<file path="src/design/gwr_pkg.sv">
// Shared types and constants for the greedy word-wrap row generator.
package gwr_pkg;

  localparam int unsigned CHAR_W = 21;
  localparam int unsigned OUT_W  = 24;
  localparam int unsigned WRAP_W = 10;

  localparam logic [CHAR_W-1:0] TAB_CODE     = CHAR_W'(9);
  localparam logic [CHAR_W-1:0] NEWLINE_CODE = CHAR_W'(10);
  localparam logic [CHAR_W-1:0] SPACE_CODE   = CHAR_W'(32);

  localparam int unsigned       TAB_COLS     = 4;
  localparam logic [WRAP_W-1:0] WRAP_DEFAULT = WRAP_W'(80);

  typedef enum logic {
    OP_CHAR = 1'b0,
    OP_END  = 1'b1
  } gwr_op_t;

  typedef struct packed {
    gwr_op_t           operation;
    logic [CHAR_W-1:0] char_code;
  } gwr_item_t;

  typedef struct packed {
    logic [OUT_W-1:0] row_origin;
    logic [OUT_W-1:0] line_number;
    logic             final_row;
  } gwr_row_t;

  // Handshake between the row engine and the result register.
  typedef struct packed {
    logic emit;
    logic consume;
  } gwr_ctl_t;

endpackage

</file>
<file path="src/design/gwr_in_stage.sv">
// Input register holding one character request ahead of the row engine.
module gwr_in_stage
  import gwr_pkg::*;
(
  input  logic      clk,
  input  logic      rst,
  input  logic      in_valid,
  output logic      in_ready,
  input  gwr_item_t in_item,
  input  logic      consume,
  output logic      item_valid,
  output gwr_item_t item
);

  logic item_valid_next;

  assign in_ready = !item_valid || consume;

  always_comb begin
    item_valid_next = item_valid;
    if (in_valid && in_ready) begin
      item_valid_next = 1'b1;
    end else if (consume) begin
      item_valid_next = 1'b0;
    end
  end

  always_ff @(posedge clk) begin
    if (rst) begin
      item_valid <= 1'b0;
    end else begin
      item_valid <= item_valid_next;
    end
  end

  always_ff @(posedge clk) begin
    if (in_valid && in_ready) begin
      item <= in_item;
    end
  end

  // A held request that is not consumed must survive to the next cycle.
  a_hold_pending: assert property (@(posedge clk) disable iff (rst)
    item_valid && !consume |=> item_valid)
    else $error("pending request dropped");

  // A request only leaves the register when it is actually there.
  a_consume_valid: assert property (@(posedge clk) disable iff (rst)
    consume |-> item_valid)
    else $error("consume without request");

endmodule

</file>
<file path="src/design/gwr_row_engine.sv">
// Row engine: wrap state registers and the per-character update logic.
module gwr_row_engine
  import gwr_pkg::*;
#(
  parameter int unsigned POS_BITS = 24,
  parameter int unsigned COL_BITS = 11
) (
  input  logic              clk,
  input  logic              rst,
  input  logic [WRAP_W-1:0] wrap_width,
  input  logic              item_valid,
  input  gwr_item_t         item,
  input  logic              out_free,
  output gwr_ctl_t          ctl,
  output gwr_row_t          row
);

  localparam int unsigned CMP_W = (COL_BITS > WRAP_W) ? COL_BITS : WRAP_W;

  logic [POS_BITS-1:0] char_position, char_position_next;
  logic [POS_BITS-1:0] current_line, current_line_next;
  logic [POS_BITS-1:0] current_row_start, current_row_start_next;
  logic [COL_BITS-1:0] column_count, column_count_next;
  logic                break_valid, break_valid_next;
  logic [POS_BITS-1:0] break_position, break_position_next;
  logic [COL_BITS-1:0] width_since_break, width_since_break_next;

  logic [POS_BITS-1:0] pos_after;
  logic [WRAP_W-1:0]   limit;
  logic [COL_BITS-1:0] cw;
  logic [COL_BITS-1:0] base;
  logic [COL_BITS-1:0] col_sum;
  logic [COL_BITS-1:0] base_plus;
  logic                is_tab, is_break, is_newline;
  logic                brk_valid_cand;
  logic [POS_BITS-1:0] brk_pos_cand;
  logic                overflow;
  logic                brk_take;
  logic                emit;
  logic                fire;
  logic [POS_BITS+OUT_W-1:0] start_ext, line_ext;

  function automatic logic [POS_BITS-1:0] pos_inc(input logic [POS_BITS-1:0] a);
    return (&a) ? a : a + 1'b1;
  endfunction

  function automatic logic [COL_BITS-1:0] col_add(input logic [COL_BITS-1:0] a,
                                                  input logic [COL_BITS-1:0] b);
    logic [COL_BITS:0] s;
    s = {1'b0, a} + {1'b0, b};
    return s[COL_BITS] ? {COL_BITS{1'b1}} : s[COL_BITS-1:0];
  endfunction

  assign is_tab     = (item.char_code == TAB_CODE);
  assign is_newline = (item.char_code == NEWLINE_CODE);
  assign is_break   = is_tab || (item.char_code == SPACE_CODE);
  assign cw         = is_tab ? COL_BITS'(TAB_COLS) : COL_BITS'(1);
  assign limit      = (wrap_width == '0) ? WRAP_DEFAULT : wrap_width;
  assign pos_after  = pos_inc(char_position);
  assign base       = is_break ? '0 : width_since_break;
  assign col_sum    = col_add(column_count, cw);
  assign base_plus  = col_add(base, cw);

  assign brk_valid_cand = is_break || break_valid;
  assign brk_pos_cand   = is_break ? pos_after : break_position;
  assign overflow       = CMP_W'(col_sum) > CMP_W'(limit);
  assign brk_take       = brk_valid_cand && (brk_pos_cand > current_row_start);

  // A result comes out on end of text, on newline and on overflow.
  assign emit = (item.operation == OP_END) || is_newline || overflow;
  assign fire = item_valid && (!emit || out_free);

  assign ctl.emit    = item_valid && emit;
  assign ctl.consume = fire;

  assign start_ext       = {{OUT_W{1'b0}}, current_row_start};
  assign line_ext        = {{OUT_W{1'b0}}, current_line};
  assign row.row_origin  = start_ext[OUT_W-1:0];
  assign row.line_number = line_ext[OUT_W-1:0];
  assign row.final_row   = (item.operation == OP_END);

  always_comb begin
    char_position_next     = char_position;
    current_line_next      = current_line;
    current_row_start_next = current_row_start;
    column_count_next      = column_count;
    break_valid_next       = break_valid;
    break_position_next    = break_position;
    width_since_break_next = width_since_break;
    priority if (item.operation == OP_END) begin
      char_position_next     = '0;
      current_line_next      = '0;
      current_row_start_next = '0;
      column_count_next      = '0;
      break_valid_next       = 1'b0;
      break_position_next    = '0;
      width_since_break_next = '0;
    end else if (is_newline) begin
      char_position_next     = pos_after;
      current_line_next      = pos_inc(current_line);
      current_row_start_next = pos_after;
      column_count_next      = '0;
      break_valid_next       = 1'b0;
      break_position_next    = '0;
      width_since_break_next = '0;
    end else if (overflow) begin
      char_position_next     = pos_after;
      break_position_next    = brk_pos_cand;
      break_valid_next       = 1'b0;
      width_since_break_next = '0;
      if (brk_take) begin
        current_row_start_next = brk_pos_cand;
        column_count_next      = base_plus;
      end else begin
        current_row_start_next = char_position;
        column_count_next      = cw;
      end
    end else begin
      char_position_next     = pos_after;
      column_count_next      = col_sum;
      break_valid_next       = brk_valid_cand;
      break_position_next    = brk_pos_cand;
      width_since_break_next = is_break ? '0 : base_plus;
    end
  end

  always_ff @(posedge clk) begin
    if (rst) begin
      char_position     <= '0;
      current_line      <= '0;
      current_row_start <= '0;
      column_count      <= '0;
      break_valid       <= 1'b0;
      break_position    <= '0;
      width_since_break <= '0;
    end else if (fire) begin
      char_position     <= char_position_next;
      current_line      <= current_line_next;
      current_row_start <= current_row_start_next;
      column_count      <= column_count_next;
      break_valid       <= break_valid_next;
      break_position    <= break_position_next;
      width_since_break <= width_since_break_next;
    end
  end

  // End of text returns every piece of text state to zero.
  a_end_clears: assert property (@(posedge clk) disable iff (rst)
    fire && item.operation == OP_END |=>
      char_position == '0 && current_line == '0 && column_count == '0 && !break_valid)
    else $error("end of text left state behind");

  // A newline opens an empty row at the following position.
  a_newline_row: assert property (@(posedge clk) disable iff (rst)
    fire && item.operation == OP_CHAR && is_newline |=>
      column_count == '0 && current_row_start == char_position)
    else $error("newline row not opened correctly");

  // Any wrap drops the break point.
  a_wrap_drops_break: assert property (@(posedge clk) disable iff (rst)
    fire && item.operation == OP_CHAR && !is_newline && overflow |=>
      !break_valid && width_since_break == '0)
    else $error("break point survived a wrap");

  // The state never moves while the held request is stalled.
  a_stall_holds: assert property (@(posedge clk) disable iff (rst)
    !fire |=> $stable(char_position) && $stable(current_row_start))
    else $error("state moved without a consumed request");

endmodule

</file>
<file path="src/design/gwr_out_stage.sv">
// Result register between the row engine and the output channel.
module gwr_out_stage
  import gwr_pkg::*;
(
  input  logic     clk,
  input  logic     rst,
  input  gwr_ctl_t ctl,
  input  gwr_row_t row_in,
  output logic     out_free,
  output logic     out_valid,
  input  logic     out_ready,
  output gwr_row_t row
);

  logic load;
  logic out_valid_next;

  assign out_free = !out_valid || out_ready;
  assign load     = ctl.emit && ctl.consume;

  always_comb begin
    out_valid_next = out_valid;
    if (load) begin
      out_valid_next = 1'b1;
    end else if (out_ready) begin
      out_valid_next = 1'b0;
    end
  end

  always_ff @(posedge clk) begin
    if (rst) begin
      out_valid <= 1'b0;
    end else begin
      out_valid <= out_valid_next;
    end
  end

  always_ff @(posedge clk) begin
    if (load) begin
      row <= row_in;
    end
  end

  // A new row may only be loaded into a free slot.
  a_no_overwrite: assert property (@(posedge clk) disable iff (rst)
    load |-> out_free)
    else $error("result overwritten before it was taken");

  // A row loaded into the register is offered in the next cycle.
  a_load_shows: assert property (@(posedge clk) disable iff (rst)
    load |=> out_valid)
    else $error("loaded row not offered");

endmodule

</file>
<file path="src/design/greedy_word_wrap_rows.sv">
// Top level of the greedy word-wrap row generator.
//
//  channel | direction | handshake             | payload
//  --------+-----------+-----------------------+-------------------------------------
//  in      | input     | in_valid / in_ready   | operation, char_code
//  out     | output    | out_valid / out_ready | row_origin, line_number, final_row
//  cfg     | input     | cfg_wr_en (no wait)   | cfg_wr_data -> wrap_width
//
// One character request is taken per cycle while no stalled result holds the
// engine; the engine updates its wrap state from the input register, and a row
// is offered only after it has been loaded into the result register.
// rst is synchronous: it empties both registers, clears the wrap state and
// sets wrap_width to 80. A stalled result holds the engine only for requests
// that produce a row; requests that produce nothing keep flowing.
module greedy_word_wrap_rows
  import gwr_pkg::*;
#(
  parameter int unsigned POS_BITS = 24,
  parameter int unsigned COL_BITS = 11
) (
  input  logic              clk,
  input  logic              rst,
  input  logic              in_valid,
  output logic              in_ready,
  input  logic              operation,
  input  logic [CHAR_W-1:0] char_code,
  output logic              out_valid,
  input  logic              out_ready,
  output logic [OUT_W-1:0]  row_origin,
  output logic [OUT_W-1:0]  line_number,
  output logic              final_row,
  input  logic              cfg_wr_en,
  input  logic [WRAP_W-1:0] cfg_wr_data
);

  logic [WRAP_W-1:0] wrap_width;
  gwr_item_t         in_item;
  gwr_item_t         item;
  logic              item_valid;
  gwr_ctl_t          ctl;
  gwr_row_t          eng_row;
  gwr_row_t          out_row;
  logic              out_free;

  // Wrap width register; zero is mapped to the default in the engine.
  always_ff @(posedge clk) begin
    if (rst) begin
      wrap_width <= WRAP_DEFAULT;
    end else if (cfg_wr_en) begin
      wrap_width <= cfg_wr_data;
    end
  end

  assign in_item.operation = gwr_op_t'(operation);
  assign in_item.char_code = char_code;

  // Hold the incoming request until the engine consumes it.
  gwr_in_stage u_in (
    .clk        (clk),
    .rst        (rst),
    .in_valid   (in_valid),
    .in_ready   (in_ready),
    .in_item    (in_item),
    .consume    (ctl.consume),
    .item_valid (item_valid),
    .item       (item)
  );

  // Advance the wrap state and decide whether a row is emitted.
  gwr_row_engine #(
    .POS_BITS (POS_BITS),
    .COL_BITS (COL_BITS)
  ) u_engine (
    .clk        (clk),
    .rst        (rst),
    .wrap_width (wrap_width),
    .item_valid (item_valid),
    .item       (item),
    .out_free   (out_free),
    .ctl        (ctl),
    .row        (eng_row)
  );

  // Register the emitted row until the consumer takes it.
  gwr_out_stage u_out (
    .clk       (clk),
    .rst       (rst),
    .ctl       (ctl),
    .row_in    (eng_row),
    .out_free  (out_free),
    .out_valid (out_valid),
    .out_ready (out_ready),
    .row       (out_row)
  );

  assign row_origin  = out_row.row_origin;
  assign line_number = out_row.line_number;
  assign final_row   = out_row.final_row;

  // Every accepted request reaches the input register.
  a_accept_lands: assert property (@(posedge clk) disable iff (rst)
    in_valid && in_ready |=> item_valid)
    else $error("accepted request not registered");

  // A configuration write lands in the wrap width register.
  a_cfg_write: assert property (@(posedge clk) disable iff (rst)
    cfg_wr_en |=> wrap_width == $past(cfg_wr_data))
    else $error("wrap width write lost");

endmodule
</file>
<file path="config.mk">
export PLATFORM = sky130hd
export DESIGN_NAME = greedy_word_wrap_rows
export DESIGN_NICKNAME = d
export VERILOG_FILES = /design/src/design/gwr_pkg.sv /design/src/design/gwr_in_stage.sv /design/src/design/gwr_row_engine.sv /design/src/design/gwr_out_stage.sv /design/src/design/greedy_word_wrap_rows.sv
export SDC_FILE = /design/constraint.sdc
export NUM_CORES = 1
export LEC_CHECK = 0
export BUFFER_PORTS_ARGS = -buffer_cell sky130_fd_sc_hd__clkbuf_2
export CAP_MARGIN = 30
export CORE_UTILIZATION = 45
export CTS_BUF_LIST = sky130_fd_sc_hd__clkbuf_4
export DETAILED_ROUTE_END_ITERATION = 8
export HOLD_SLACK_MARGIN = 0.1
export PLACE_DENSITY = 0.65
export SYNTH_ARGS = -nofsm -noshare
export SYNTH_HDL_FRONTEND = slang
export SYNTH_SLANG_ARGS = --single-unit
</file>
<file path="constraint.sdc">
create_clock -name clk -period 6.1 [get_ports clk]
set_clock_uncertainty 0.15 [all_clocks]
set_input_delay 1.22 -clock clk [delete_from_list [all_inputs] [get_ports clk]]
set_output_delay 1.22 -clock clk [all_outputs]
set_load 0.02 [all_outputs]
</file>
==> results.py, run 1 <==
metrics = {
    "global_route": {
        "first_global_vias": 8698,
        "grt_overflow_total": 0,
        "track_usage_pct": 23.4,
        "antenna_found_initial": 1,
        "grt_max_degree": 46,
        "grt_pass1_wl_mm": 45.2,
    },
    "timing": {
        "hold_viol_final": 0,
        "max_freq_ghz": 0.170,
        "relSlewSlack_pct": 38.7,
        "rsz0062_at_grt": "false",
        "period_minus_slack_ps": 5890,
        "finalSetupTns_ps": 0,
        "final-max-slew-violation-count": 0,
        "min_period_over_period_pct": 96.5,
        "setup_viol": 0,
        "worstMarginPinSlew_ps": 915,
    },
    "synth": {
        "yosysSeqAreaShare_pct": 44.6,
        "synth_edf_count": 71,
        "synthesis.area_mm2": 0.0107,
        "yosys.area_share.adder_pct": 4.67,
        "synth_xor_area_share_pct": 2.54,
        "synth_cell_type_count": 72,
        "synth_compound_area_share_pct": 18.7,
        "synth_simple_gate_area_share_pct": 20.7,
        "synthFlopType": "dfxtp_1",
        "ys_ff_latch": 202,
        "synth_top_family_by_area": "simple AND/OR/NAND/NOR gates",
        "synth_fp_nets": 1274,
        "async_reset_ff_share_pct": 0,
        "synth_warnings": 0,
        "synth_top_area_share_pct": 24.6,
        "synth.largest_area_cell": "dfxtp_1",
        "syn_area_per_cell_um2": 8.91,
        "ys_top_cells_by_area": "dfxtp_1 25%, edfxtp_1 20%, nand2_1 4.7%, ha_1 4.6%, nor2_1 3.7%",
        "synth_cells": 1198,
        "synthMuxAreaShare_pct": 3.69,
    },
    "finish": {
        "final_area_mm2": 0.0123,
        "multiInputGateArea_mm2": 0.00551,
        "fin_nets": 1371,
        "layout_common_cells": "133 x nand2_1, 131 x dfxtp_1, 104 x nor2_1",
        "syn2layout_area_growth_pct": 15.6,
        "fill_cells": 2156,
        "register_area_mm2": 0.00475,
        "drive_gt1_share_pct": 20.3,
        "mostFrequentLayoutCell": "nand2_1",
    },
    "detailed_routing": {
        "viasPerCell": 5.67,
        "drt_wl_total_mm": 28.2,
        "num_vias": 9377,
        "ant_nets": 0,
        "dr.pass1.iters": 5,
        "drt_first_iter_violations": 809,
        "wl_per_cell_um": 17.1,
        "drc": 0,
    },
    "clocking": {
        "ctsLongestPathBuffers": 3,
        "htree_levels": 2,
        "clock_latency_ps": 670,
        "tritoncts": "built",
        "cts_made_buffers": 56,
        "cts.sinks": 202,
        "cts.reportedPaths.clkPinSlew_ps": 60,
        "postCtsHoldBufs": 0,
        "cts_root_buf": "clkbuf_4",
    },
    "worst_setup_path": {
        "slowest_delay_ps": 420,
        "worstPathArrival_ps": 4520,
        "cp_max_fo": 4,
        "critPathTopFamily": "simple AND/OR/NAND/NOR gates",
        "worst-setup-path-type": "reg -> out",
        "startpoint_type": "flip-flop",
        "cp_cell_sequence": "nor4_4 > nand4_1 > nor2_4 > inv_4 > ha_4 > and2_1 > maj3_2 > nand2_2 > mux2_4 > ha_1 > and3_4 > nand3_2 > mux2_2 > a31o_2 > and4_4 > nand2_4 > nand3_4 > buf_8",
        "r2r_slack_ps": 660,
        "endpoint_kind": "output pin",
        "critPathRequiredTime_ps": 4730,
        "crit_buf_inv": 2,
        "cp_slowest_cell": "edfxtp_1",
    },
    "floorplan": {
        "die_x_um": 156,
        "die_h_um": 156,
        "dieArea_mm2": 0.0243,
        "core_area_mm2": 0.0229,
        "rows": 55,
        "num_io_pins": 88,
        "initial_core_util_pct": 46.6,
    },
    "placement": {
        "dp_hpwl_mm": 18.9,
        "placedInstanceArea_mm2": 0.0114,
        "gp_congestion": 0.885,
        "io_buffer_count": 87,
    },
    "pwr": {
        "leakagePower_nw": 4.66,
        "vdd_ir_drop_max_v": 0.000119,
        "finalPower_mw": 2.93,
        "power_density_mw_per_mm2": 238,
    },
    "min_path": {
        "hold_class": "reg -> reg",
    },
    "status": {
        "status": "complete, no violations",
    },
    "run": {
        "maxCapViolations": 0,
    },
}
-- cell usage after synthesis (20+ instances only) --
library cell / n
a21oi_1: 78
nor3_1: 25
ha_1: 39
dfxtp_1: 131
inv_1: 50
nor2_1: 105
xnor2_1: 21
nand2_1: 135
edfxtp_1: 71
clkbuf_1: 60
o21ai_0: 75
nand3_1: 63
mux2i_1: 27
nand4_1: 20
-- path summary, 6_finish.rpt --
path / start / to / cells after the start
worst max register to register: u_in.item[19] / u_engine.current_row_start[8] / 17
worst min register to register: u_engine.break_position[2] / u_engine.break_position[2] / 2
worst min-delay path: u_engine.break_position[2] / u_engine.break_position[2] / 2
worst max-delay path: u_in.item[4] / in_ready / 18
-- kinds of logic after synthesis --
family | Yosys count
xor gates and xnor gates | 31
and+or+nand+nor | 445
AOI/OAI and AO/OA | 304
DFF | 202
adders and majority gates | 40
buffers and inverters | 138
muxes | 38
-- layout make-up --
cell class | instances | share of cell area, %
flip-flops and latches | 202 | 38.6
clock buffers | 88 | 5.36
multi-input cells | 858 | 44.7
diodes | 1 | 0.0203
inverters | 51 | 1.57
repair buffers | 126 | 5.99
well taps | 313 | 3.18
clock inverters | 14 | 0.649
-- routing by layer --
metal,part of all wire (%),track usage (%),up-vias
li1,-,-,4604
met1,45,31.1,4391
met2,45,37.1,317
met3,6.5,4.33,65
met4,3.2,10.6,0
met5,0,0,-
-- worst min-delay path: cells and delay by family, from the launching register on --
family          cells  cell delay (ps)
simple gates        1               50
compound gates      1               50
flops               1              300
-- stage by stage --
| step | cells | hold WS (ps) | util (%) | setup slack [ps] |
|---|---|---|---|---|
| CTS | 1648 | 303 | 53.4 | 17.7 |
| global placement | 1542 | 285 | 49.8 | 310 |
| detailed placement | 1542 | 294 | 49.8 | 197 |
| global route | 1653 | 323 | 53.8 | 1.29 |
| finish | 1653 | 299 | 53.8 | 211 |
| floorplan | 1198 | 277 | - | 279 |
-- repair_timing --
| action | 4_1_cts | 5_1_grt |
|---|---|---|
| buffers inserted | 4 | 4 |
| endpoints found under the hold margin | 0 | 0 |
| pin swaps | 5 | 4 |
| resized for setup | 11 | 13 |
| endpoints found under the setup margin | 1 | 1 |
-- flip-flops by register name, summed over array words and instances (netlist names) --
name                        count
u_engine.char_position         24
u_engine.current_row_start     24
u_in.item_valid                 1
u_out.row                      49
u_engine.break_valid            1
wrap_width                     10
u_engine.width_since_break     11
u_out.out_valid                 1
u_engine.break_position        24
u_engine.current_line          24
u_engine.column_count          11
u_in.item                      22
-- where the power goes --
group | internal [mW] | switching [mW]
combinational | 0.0813 | 0.151
sequential | 1.42 | 0.0234
clock | 0.692 | 0.558
total | 2.20 | 0.733
Power figures use the tool's default switching activity.
==> inputs of run 2 (changes only) <==
--- a/config.mk
+++ b/config.mk
@@ -11,7 +11,7 @@
 export CTS_BUF_LIST = sky130_fd_sc_hd__clkbuf_4
 export DETAILED_ROUTE_END_ITERATION = 8
 export HOLD_SLACK_MARGIN = 0.1
-export PLACE_DENSITY = 0.65
 export SYNTH_ARGS = -nofsm -noshare
 export SYNTH_HDL_FRONTEND = slang
+export SYNTH_HIERARCHICAL = 1
 export SYNTH_SLANG_ARGS = --single-unit
==> constraint.sdc (replaced) <==
create_clock -name clk -period 5.7 [get_ports clk]
set_clock_uncertainty 0.15 [all_clocks]
set_input_delay 1.14 -clock clk [delete_from_list [all_inputs] [get_ports clk]]
set_output_delay 1.14 -clock clk [all_outputs]
set_load 0.02 [all_outputs]
==> run 2 against run 1 <==
  * The run now ends with negative setup slack left
  * Sequential share of layout area is 1.2 points lower
  * Cell count decreased by 2.0%
  * Worst hold slack got worse by 7.4 ps
  * Non-clock buffer count rose by 46
==> results.py, run 2 <==
metrics = {
    "synth": {
        "synth_fp_nets": 1200,
        "synth.largest_area_cell": "dfxtp_1",
        "synth_warnings": 6,
        "synth.top_cells.by_count": "131 x dfxtp_1, 126 x nand2_1, 97 x nor2_1",
        "ys_top_cells_by_area": "dfxtp_1 25%, edfxtp_1 21%, ha_1 5.1%, nand2_1 4.6%, a21oi_1 3.9%",
        "syn_area_per_cell_um2": 9.18,
        "ys_ff_latch": 202,
        "synth_cells": 1121,
        "synthFlopType": "dfxtp_1",
        "synth_edf_count": 71,
        "synthesis.area_mm2": 0.0103,
        "async_reset_ff_share_pct": 0,
        "synth_most_common_cell": "dfxtp_1",
        "synth_top_area_share_pct": 25.5,
        "synth_cell_type_count": 72,
        "yosysSeqAreaShare_pct": 46.2,
    },
    "status": {
        "status": "finished with violations",
        "violations": "negative setup slack",
    },
    "pwr": {
        "leakagePower_nw": 4.98,
        "power_density_mw_per_mm2": 236,
        "finalPower_mw": 3.01,
        "vdd_ir_drop_max_v": 0.000144,
    },
    "finish": {
        "largest_register_ffs": 49,
        "layout_common_cells": "131 x dfxtp_1, 121 x nand2_1, 93 x nor2_1",
        "fin_nets": 1376,
        "drive_gt1_share_pct": 26.5,
        "largest_register": "u_out/row",
        "mostFrequentLayoutCell": "dfxtp_1",
        "final_area_mm2": 0.0127,
        "syn2layout_area_growth_pct": 23.6,
    },
    "detailed_routing": {
        "num_vias": 9175,
        "drt_first_iter_violations": 656,
        "wl_per_cell_um": 17.7,
        "dr.pass1.iters": 5,
        "ant_nets": 0,
        "drc": 0,
        "drt_wl_total_mm": 28.7,
        "viasPerCell": 5.66,
    },
    "min_path": {
        "hold_start": "u_engine/current_row_start[23]",
        "min_to": "u_out/row[48]",
        "hold_class": "reg -> reg",
        "whs_path_depth": 0,
    },
    "global_route": {
        "grt_pass1_wl_mm": 44.6,
        "antenna_found_initial": 1,
        "track_usage_pct": 23.9,
        "grt_max_degree": 55,
        "grt_overflow_total": 0,
        "first_global_vias": 8439,
    },
    "timing": {
        "hold_viol_final": 0,
        "min_period_over_period_pct": 103,
        "finalSetupTns_ps": -1850,
        "max_freq_ghz": 0.170,
        "worst_slack_ps": -181,
        "worstMarginPinSlew_ps": 744,
        "setup_viol": 20,
        "rsz0062_at_grt": "true",
        "relSlewSlack_pct": 50.0,
        "final-max-slew-violation-count": 0,
        "period_minus_slack_ps": 5880,
    },
    "placement": {
        "placedInstanceArea_mm2": 0.0111,
        "dp_hpwl_mm": 19.1,
        "dp_slack_ps": 224,
        "gp_congestion": 0.920,
        "io_buffer_count": 87,
    },
    "floorplan": {
        "initial_core_util_pct": 46.6,
        "die_x_um": 153,
        "num_io_pins": 88,
        "rows": 54,
        "dieArea_mm2": 0.0235,
        "die_h_um": 153,
        "core_area_mm2": 0.0221,
    },
    "worst_setup_path": {
        "worst-setup-path-type": "reg -> out",
        "worst_r2r_path_depth": 31,
        "r2r_slack_ps": -170,
        "critPathRequiredTime_ps": 4410,
        "reg2reg_to": "u_engine/current_row_start[1]",
        "startpoint_type": "flip-flop",
        "r2r_start": "u_in/item[4]",
        "endpoint_kind": "output pin",
        "cp_max_fo": 3,
        "worstPathArrival_ps": 4590,
    },
    "clocking": {
        "postCtsHoldBufs": 0,
        "cts_root_buf": "clkbuf_4",
        "clock_latency_ps": 700,
        "cts_made_buffers": 54,
        "cts.reportedPaths.clkPinSlew_ps": 60,
        "cts.sinks": 202,
        "htree_levels": 2,
        "ctsLongestPathBuffers": 3,
        "tritoncts": "built",
    },
    "run": {
        "maxCapViolations": 0,
    },
}
==> run 2: metal layers <==
layer  GRT usage (%)  vias up  wire length, µm
li1                -     4495                -
met1            33.0     4284            13400
met2            36.1      338            12600
met3            5.87       58             2080
met4            9.04        0              710
met5               0        -                0
==> run 2: worst max path at each step <==
stage | start | end | slack, ps
global placement | u_in/item[17] | in_ready | 250
floorplan | u_in/item[17] | u_out/row[0] | 20
global route | u_in/item[12] | in_ready | -430
finish | u_in/item[12] | in_ready | -180
detailed placement | u_in/item[17] | in_ready | 220
CTS | u_in/item[2] | in_ready | -350
==> run 2: timing repair <==
action	in CTS	in global routing
resized for setup	34	67
setup buffers	20	25
gates cloned	0	3
endpoints found under the setup margin	1	36
pin swaps	14	40
==> run 2: final cells by class <==
cell class                      instances  area (µm²)
Multi-Input combinational cell        825        5590
Inverter                               42         158
Clock inverter                          7        38.8
Tap cell                              280         350
Antenna cell                            1        2.50
Clock buffer                           91         683
Fill cell                            1987        9380
Timing Repair Buffer                  172        1140
Sequential cell                       202        4750
==> run 2: critical path, stage by stage (launching register included) <==
cell	delay, ps
edfxtp_1	410
nor4_4	360
nand2_2	130
nor2_4	130
nand4b_1	160
buf_4	200
ha_4	160
a31oi_4	230
buf_6	150
nor2_4	30
and3_4	180
o21a_4	200
ha_4	260
nand4_1	60
or3_1	360
o311a_4	160
nor4_4	310
o21ai_2	100
inv_2	70
nand2b_4	130
buf_8	110
==> run 2: per-stage QoR <==
step,hold WS (ps),utilization [%],cells
floorplan,267,-,1121
global placement,277,50.4,1473
detailed placement,286,50.4,1473
CTS,274,55.2,1591
global route,283,57.6,1620
finish,292,57.6,1620
==> run 2: power breakdown <==
part / switching (mW) / internal (mW) / total (mW)
clock: 0.606 / 0.715 / 1.32
sequential: 0.0182 / 1.51 / 1.53
combinational: 0.100 / 0.0546 / 0.155
==> run 2: cell families after synthesis <==
group	synth area share, %
buffers and inverters	3.98
DFF	46.2
and+or+nand+nor	21.3
adders and majority gates	5.11
AOI/OAI and AO/OA	17.8
muxes	1.67
xor gates and xnor gates	3.92
